File: src/hdl/tgag_pkg.sv
// ----------------------------------------------------------------------------
// Tensor gather address generator package
// Shared widths, register indexes and the odometer status type.
// ----------------------------------------------------------------------------
package tgag_pkg;

	// Number of coordinate digits kept by the odometer.
	localparam int AXES = 4;

	// Field widths.
	localparam int COORD_W  = 16;
	localparam int STRIDE_W = 32;
	localparam int COUNT_W  = 32;
	localparam int INDEX_W  = 64;
	localparam int OFFSET_W = 50;
	localparam int CFG_IDX_W  = 4;
	localparam int CFG_DATA_W = 64;

	// Configuration register indexes.
	typedef enum logic [CFG_IDX_W-1:0] {
		CFG_GATHER_AXIS      = 4'd0,
		CFG_SOURCE_AXIS_SIZE = 4'd1,
		CFG_OUTPUT_EXTENTS   = 4'd2,
		CFG_ELEMENT_COUNT    = 4'd3,
		CFG_STRIDE_AXIS0     = 4'd4,
		CFG_STRIDE_AXIS1     = 4'd5,
		CFG_STRIDE_AXIS2     = 4'd6,
		CFG_STRIDE_AXIS3     = 4'd7
	} cfg_reg_t;

	typedef logic [COORD_W-1:0] coord_t;

	// Current output position as seen by the address datapath.
	typedef struct packed {
		coord_t [AXES-1:0] coord;
		logic              last;
	} odo_status_t;

endpackage

File: src/hdl/tgag_odometer.sv
// ----------------------------------------------------------------------------
// Tensor gather odometer
// Row-major coordinate counter over the output extents, with element count
// tracking and last-element detection.
// ----------------------------------------------------------------------------
module tgag_odometer #(
	parameter int MAX_AXES = 4
) (
	input  logic                              clk,
	input  logic                              arst_n,
	input  logic                              advance,
	input  logic [tgag_pkg::AXES*16-1:0]      output_extents,
	input  logic [tgag_pkg::COUNT_W-1:0]      element_count,
	output tgag_pkg::odo_status_t             status
);

	localparam int FIRST_AXIS = tgag_pkg::AXES - MAX_AXES;

	tgag_pkg::coord_t [tgag_pkg::AXES-1:0] coord_q;
	tgag_pkg::coord_t [tgag_pkg::AXES-1:0] coord_next;
	logic [tgag_pkg::COUNT_W-1:0]          position_q;
	logic [tgag_pkg::COUNT_W-1:0]          count_eff;
	logic                                  last;

	// A zero count behaves like a count of one.
	always_comb begin
		count_eff = (element_count == '0) ? tgag_pkg::COUNT_W'(1) : element_count;
		last      = (position_q >= (count_eff - tgag_pkg::COUNT_W'(1)));
	end

	// Ripple carry from the innermost axis outward; inactive axes stop the carry.
	always_comb begin
		logic                    carry;
		logic [tgag_pkg::COORD_W:0] bumped;
		tgag_pkg::coord_t        ext;
		carry = 1'b1;
		for (int k = tgag_pkg::AXES - 1; k >= 0; k--) begin
			ext    = output_extents[16*(tgag_pkg::AXES-1-k) +: 16];
			bumped = {1'b0, coord_q[k]} + 17'd1;
			coord_next[k] = coord_q[k];
			if (k < FIRST_AXIS) begin
				carry = 1'b0;
			end else if (carry) begin
				if (bumped < {1'b0, ext}) begin
					coord_next[k] = bumped[tgag_pkg::COORD_W-1:0];
					carry = 1'b0;
				end else begin
					coord_next[k] = '0;
				end
			end
		end
	end

	// Counter state advances once per accepted request.
	always_ff @(posedge clk or negedge arst_n) begin
		if (!arst_n) begin
			coord_q    <= '0;
			position_q <= '0;
		end else if (advance) begin
			if (last) begin
				coord_q    <= '0;
				position_q <= '0;
			end else begin
				coord_q    <= coord_next;
				position_q <= position_q + tgag_pkg::COUNT_W'(1);
			end
		end
	end

	assign status.coord = coord_q;
	assign status.last  = last;

endmodule

File: config.mk
export PLATFORM = sky130hd
export DESIGN_NAME = tgag_odometer
export DESIGN_NICKNAME = d
export VERILOG_FILES = /design/src/hdl/tgag_pkg.sv /design/src/hdl/tgag_odometer.sv
export SDC_FILE = /design/constraint.sdc
export NUM_CORES = 1
export LEC_CHECK = 0
export ABC_AREA = 1
export BUFFER_PORTS_ARGS = -buffer_cell sky130_fd_sc_hd__clkbuf_2
export CORE_UTILIZATION = 63
export CTS_CLUSTER_SIZE = 40
export DETAILED_ROUTE_END_ITERATION = 6
export GPL_TIMING_DRIVEN = 0
export PLACE_DENSITY = 0.9
export SYNTH_ARGS = -nofsm -noshare
export SYNTH_HDL_FRONTEND = slang
export SYNTH_SLANG_ARGS = --single-unit
File: constraint.sdc
create_clock -name clk -period 5.1 [get_ports clk]
set_clock_uncertainty 0.05 [all_clocks]
set_input_delay 0.255 -clock clk [delete_from_list [all_inputs] [get_ports clk]]
set_output_delay 0.255 -clock clk [all_outputs]
set_load 0.02 [all_outputs]
-- After elaboration in Yosys (flattened, before gate mapping)
Cells that the tools add are included.
- register bits after elaboration: 96
- input bits: 99
- output and inout bits: 65
- word-level logic and storage cells: 38
- $add $sub $neg: 6
- order comparisons: 5
- equality and inequality tests: 1
- multiplexer cells: 15
- reductions and logical operators: 6
- operators by type and width (kind ; count):
    16-bit 2-to-1 mux ; 7
    16-bit by 1-bit adder with 17-bit output, second input constant ; 4
    17-bit by 16-bit < comparator with 1-bit output ; 4
    32-bit 2-to-1 mux ; 2
    64-bit 2-to-1 mux ; 1
    32-bit by 1-bit adder with 32-bit output, second input constant ; 1
    32-bit >= comparator ; 1
    32-bit zero test ; 1
    32-bit by 1-bit subtractor with 32-bit output, second input constant ; 1
    2-bit AND reduction ; 3
    1-bit 2-to-1 mux ; 5
    2-bit nonzero test ; 2
    2-bit != test, second input constant ; 1

-- Depth between registers and ports, before layout
- word-level depth: 8
- mapped depth: 28
- gate-level depth less buffers: 27

-- Worst setup path before layout
OpenSTA, ideal clock, no wires.
- path type: input -> output
- start point: in element_count[9] (netlist bit)
- end point: out status[0] (netlist bit)
- arrival: 3.332 ns
- data required time: 4.795 ns
- setup slack: 1.463 ns
- cell stages on the path: 24
- cells stage by stage: inv_1 nand2_1 nor2_1 nand2_1 nor3_1 nand3_1 nand2_1 inv_1 ha_1 nand2_1 nor2_1 nand4_1 nand2b_1 nand3b_1 xor2_1 ha_1 nand2_1 nor2_2 nand4_2 nor2_4 nand4_4 nand3_2 buf_2 buf_4
- cells in the longest elaborated chain, start to end: 4
- RTL lines (what ; line ; source):
    from (decl) ; tgag_odometer.sv:13 ; input logic [tgag_pkg::COUNT_W-1:0] element_count,
    32-bit zero test ; tgag_odometer.sv:27 ; count_eff = (element_count == '0) ? tgag_pkg::COUNT_W'(1) : element_count;
    32-bit 2-to-1 mux * ; tgag_odometer.sv:27 ;
    32-bit by 1-bit subtractor with 32-bit output * ; tgag_odometer.sv:28 ; last = (position_q >= (count_eff - tgag_pkg::COUNT_W'(1)));
    32-bit >= comparator * ; tgag_odometer.sv:28 ;
    to (decl) ; tgag_odometer.sv:14 ; output tgag_pkg::odo_status_t status
Mark *: on every way between the ends. The rest lies on a longest branch, timed or not.

-- Worst setup path in the final report
- start point: in element_count[8] (netlist bit)
- end point: out status[0] (netlist bit)
The elaborated chain is that of the path after synthesis.

==> results.sh <==
export IMPL_yosysMostFrequentCell="nand2_1"
export IMPL_htreeDepth=3
export IMPL_vias=10400
export IMPL_power_mw=2.61
export IMPL_end_kind="output pin"
export IMPL_fin_nets=1872
export IMPL_synth_area_per_cell_um2=6.50
export IMPL_dieArea_um2=16000
export IMPL_status="finished clean"
export IMPL_antenna_found_initial=0
export IMPL_ys_seq_area_share_pct=24.6
export IMPL_numCtsBuffers=9
export IMPL_cts_root_buf="clkbuf_16"
export IMPL_syn_inst=1499
export IMPL_overflow=0
export IMPL_diodes=0
export IMPL_synth_edff_count=0
export IMPL_pwr_share_seq_pct=37.9
export IMPL_synth_main_ff_cell="dfrtp_1"
export IMPL_vdd_ir_drop_max_v=0.000165
export IMPL_grt_util_all_layers_pct=32.7
export IMPL_clkTransAtPathRegs_ps=70
export IMPL_async_flop_share_pct=100
export IMPL_cp_data_arrival_time_ps=4280
export IMPL_worstSkewPairLatency_ps=360
export IMPL_report_final_slew_viol_count=0
export IMPL_worstHoldStart="advance"
export IMPL_timing_fmax_ghz=0.218
export IMPL_setup_viol=0
export IMPL_cap_violations=0
export IMPL_min_path_cells=4
export IMPL_ant_nets=0
export IMPL_r2r_start="status[49]"
export IMPL_initial_core_util_pct=64.4
export IMPL_cts_buffer_depth=2
export IMPL_p_int_mw=1.66
export IMPL_cp_start_kind="primary input"
export IMPL_rows=45
export IMPL_core_area_um2=15100
export IMPL_ys_types=44
export IMPL_synth_area_leaders="dfrtp_1 (25%), nand2_1 (16%), ha_1 (13%)"
export IMPL_reg2regPathDepth=22
export IMPL_ys_ff_latch=96
export IMPL_cts_tree="yes"
export IMPL_die_h_um=126
export IMPL_min_path_type="in -> reg"
export IMPL_min_period_ps=4590
export IMPL_slew_headroom_pct=52.1
export IMPL_reg2reg_to="status[7]"
export IMPL_fin_crit_sh_pct=89.9
export IMPL_post_drt_wl_per_cell_um=13.7
export IMPL_die_w_um=126
export IMPL_yosysTopAreaCell="dfrtp_1"
export IMPL_min_to="position_q[2]"
export IMPL_crit_type="in -> out"
export IMPL_io_pins=164
export IMPL_worst_pin_slew_ps=718
export IMPL_routed_wl_um=25600
export IMPL_syn_num_nets=1696
export IMPL_yosys_area_top_type_share_pct=24.6
export IMPL_combPwrFrac_pct=31.0
export IMPL_finalSetupTns_ps=0
export IMPL_hold_viol=0
export IMPL_rrSetupSlack_ps=1480
export IMPL_grt_pass1_wl_um=42700
export IMPL_place_congestion=0.921
export IMPL_grt_start_max_net_pins=52
export IMPL_drt_iter0_markers=985
export IMPL_fillers=1248
export IMPL_power_switching_fraction_pct=36.4
export IMPL_pwr_density_cell_nw_per_um2=233
export IMPL_p_leak_nw=6.42
export IMPL_critPathMaxFanout=10
export IMPL_p_clk_share_pct=31.1
export IMPL_clock_sinks=96
export IMPL_yosys_warnings=0
export IMPL_place_port_buffers=163
export IMPL_grt_pass1_vias=9379
export IMPL_synth_area_um2=9750
export IMPL_drive_above_1_share_pct=14.6
export IMPL_first_pass_iters=6
export IMPL_syn_to_final_growth_pct=14.8
export IMPL_rsz0062_at_grt="no"
export IMPL_cp_data_required_time_ps=4800
export IMPL_post_dp_hpwl_um=20100
export IMPL_synthTopCellsByCount="nand2_1 (415), inv_1 (240), nor2_1 (190)"
export IMPL_p_sw_mw=0.948
export IMPL_drc=0
export IMPL_vias_per_cell=5.58
-- how the worst max path moves through the flow --
stage / startpoint / to / slack [ps] / cells after the start
after floorplan: element_count[9] / status[0] / 1460 / 24
after global placement: element_count[8] / status[0] / 550 / 26
after detailed placement: element_count[8] / status[0] / 490 / 26
after CTS: element_count[8] / status[0] / 480 / 26
after global routing: element_count[8] / status[0] / 130 / 26
final: element_count[8] / status[0] / 510 / 26
-- per-layer routing --
metal / vias up / part of all wire, % / track usage [%]
li1: 5130 / - / -
met1: 4757 / 44 / 42.9
met2: 495 / 47 / 56.1
met3: 47 / 6.8 / 3.21
met4: 0 / 2.2 / 11.7
met5: - / 0 / 0
-- timing repair --
action | CTS | global route
resized for setup | 0 | 0
buffers inserted | 0 | 0
hold buffers | 1 | 0
endpoints found under the hold margin | 45 | 0
-- kinds of logic after synthesis --
family | share of synthesized area, %
simple gates | 40.5
xor+xnor | 6.47
compound gates | 4.72
buf+inv | 11.1
flops | 24.6
fa+ha+maj | 12.6
-- power groups by stage --
stage	Clock (mW)	Sequential, mW	Combinational [mW]
2_1_floorplan	0	1.01	0.513
3_3_place_gp	0	0.993	0.763
3_5_place_dp	0	0.996	0.801
4_1_cts	0.814	0.983	0.808
5_1_grt	0.847	0.997	0.927
6_report	0.811	0.988	0.810
-- cell type report --
cell class,instances,area [µm²],share of cell area [%]
tap,188,235,2.10
inverter,246,926,8.27
multi-input combinational,1130,6270,56.0
clock inverter,5,103,0.916
timing repair buffer,165,856,7.64
clock buffer,11,253,2.26
sequential,96,2400,21.5
buffer,27,155,1.39
-- state kept, by name, indices dropped and copies added (netlist names) --
| register | cells |
|---|---|
| position_q | 32 |
| status | 64 |
-- layout by cell type (no fill, tap or decap), drive strengths merged --
master         n
o21bai         2
and2           1
o22ai         10
nand3        121
dfrtp         96
nand3b         7
nor4           9
or2            6
buf           18
xor2          59
nor2         206
inv          245
xnor2         13
nor3b          2
a21oi         38
clkinv         2
nand2b         1
clkinvlp       1
clkbuf       184
ha            98
o21ai         25
or4            1
and3           2
bufinv         3
o21a           2
nand2        424
nand4         53
dlygate4sd3    1
a21o           4
nor3          43
o211ai         3
-- worst max-delay path, stage by stage --
cell and delay (ps):
clkbuf_2 90, inv_1 100, nand2_1 100, nor2_1 170
nand2_1 70, nor3_1 180, nand3_1 170, nand2_1 140
inv_1 80, ha_1 210, nand2_1 140, nor2_1 100
nand4_1 180, nand2b_1 210, xor2_1 190, inv_1 80
ha_1 280, nand2_1 60, nor2_1 150, nand4_1 160
nor2_4 160, nand4_4 210, nand3_2 240, buf_2 260
buf_4 150, clkbuf_2 150
-- metrics by stage --
step	setup WS (ps)	hold slack (ps)	utilization [%]	cells	cell area, µm²
2_1_floorplan	1460	-90.6	-	1499	9750
3_3_place_gp	553	485	71.3	1850	10800
3_5_place_dp	485	318	71.5	1851	10800
4_1_cts	478	371	73.9	1868	11200
5_1_grt	133	408	73.9	1868	11200
6_report	513	381	73.9	1868	11200
No activity file was read; power rests on OpenSTA's default activity.
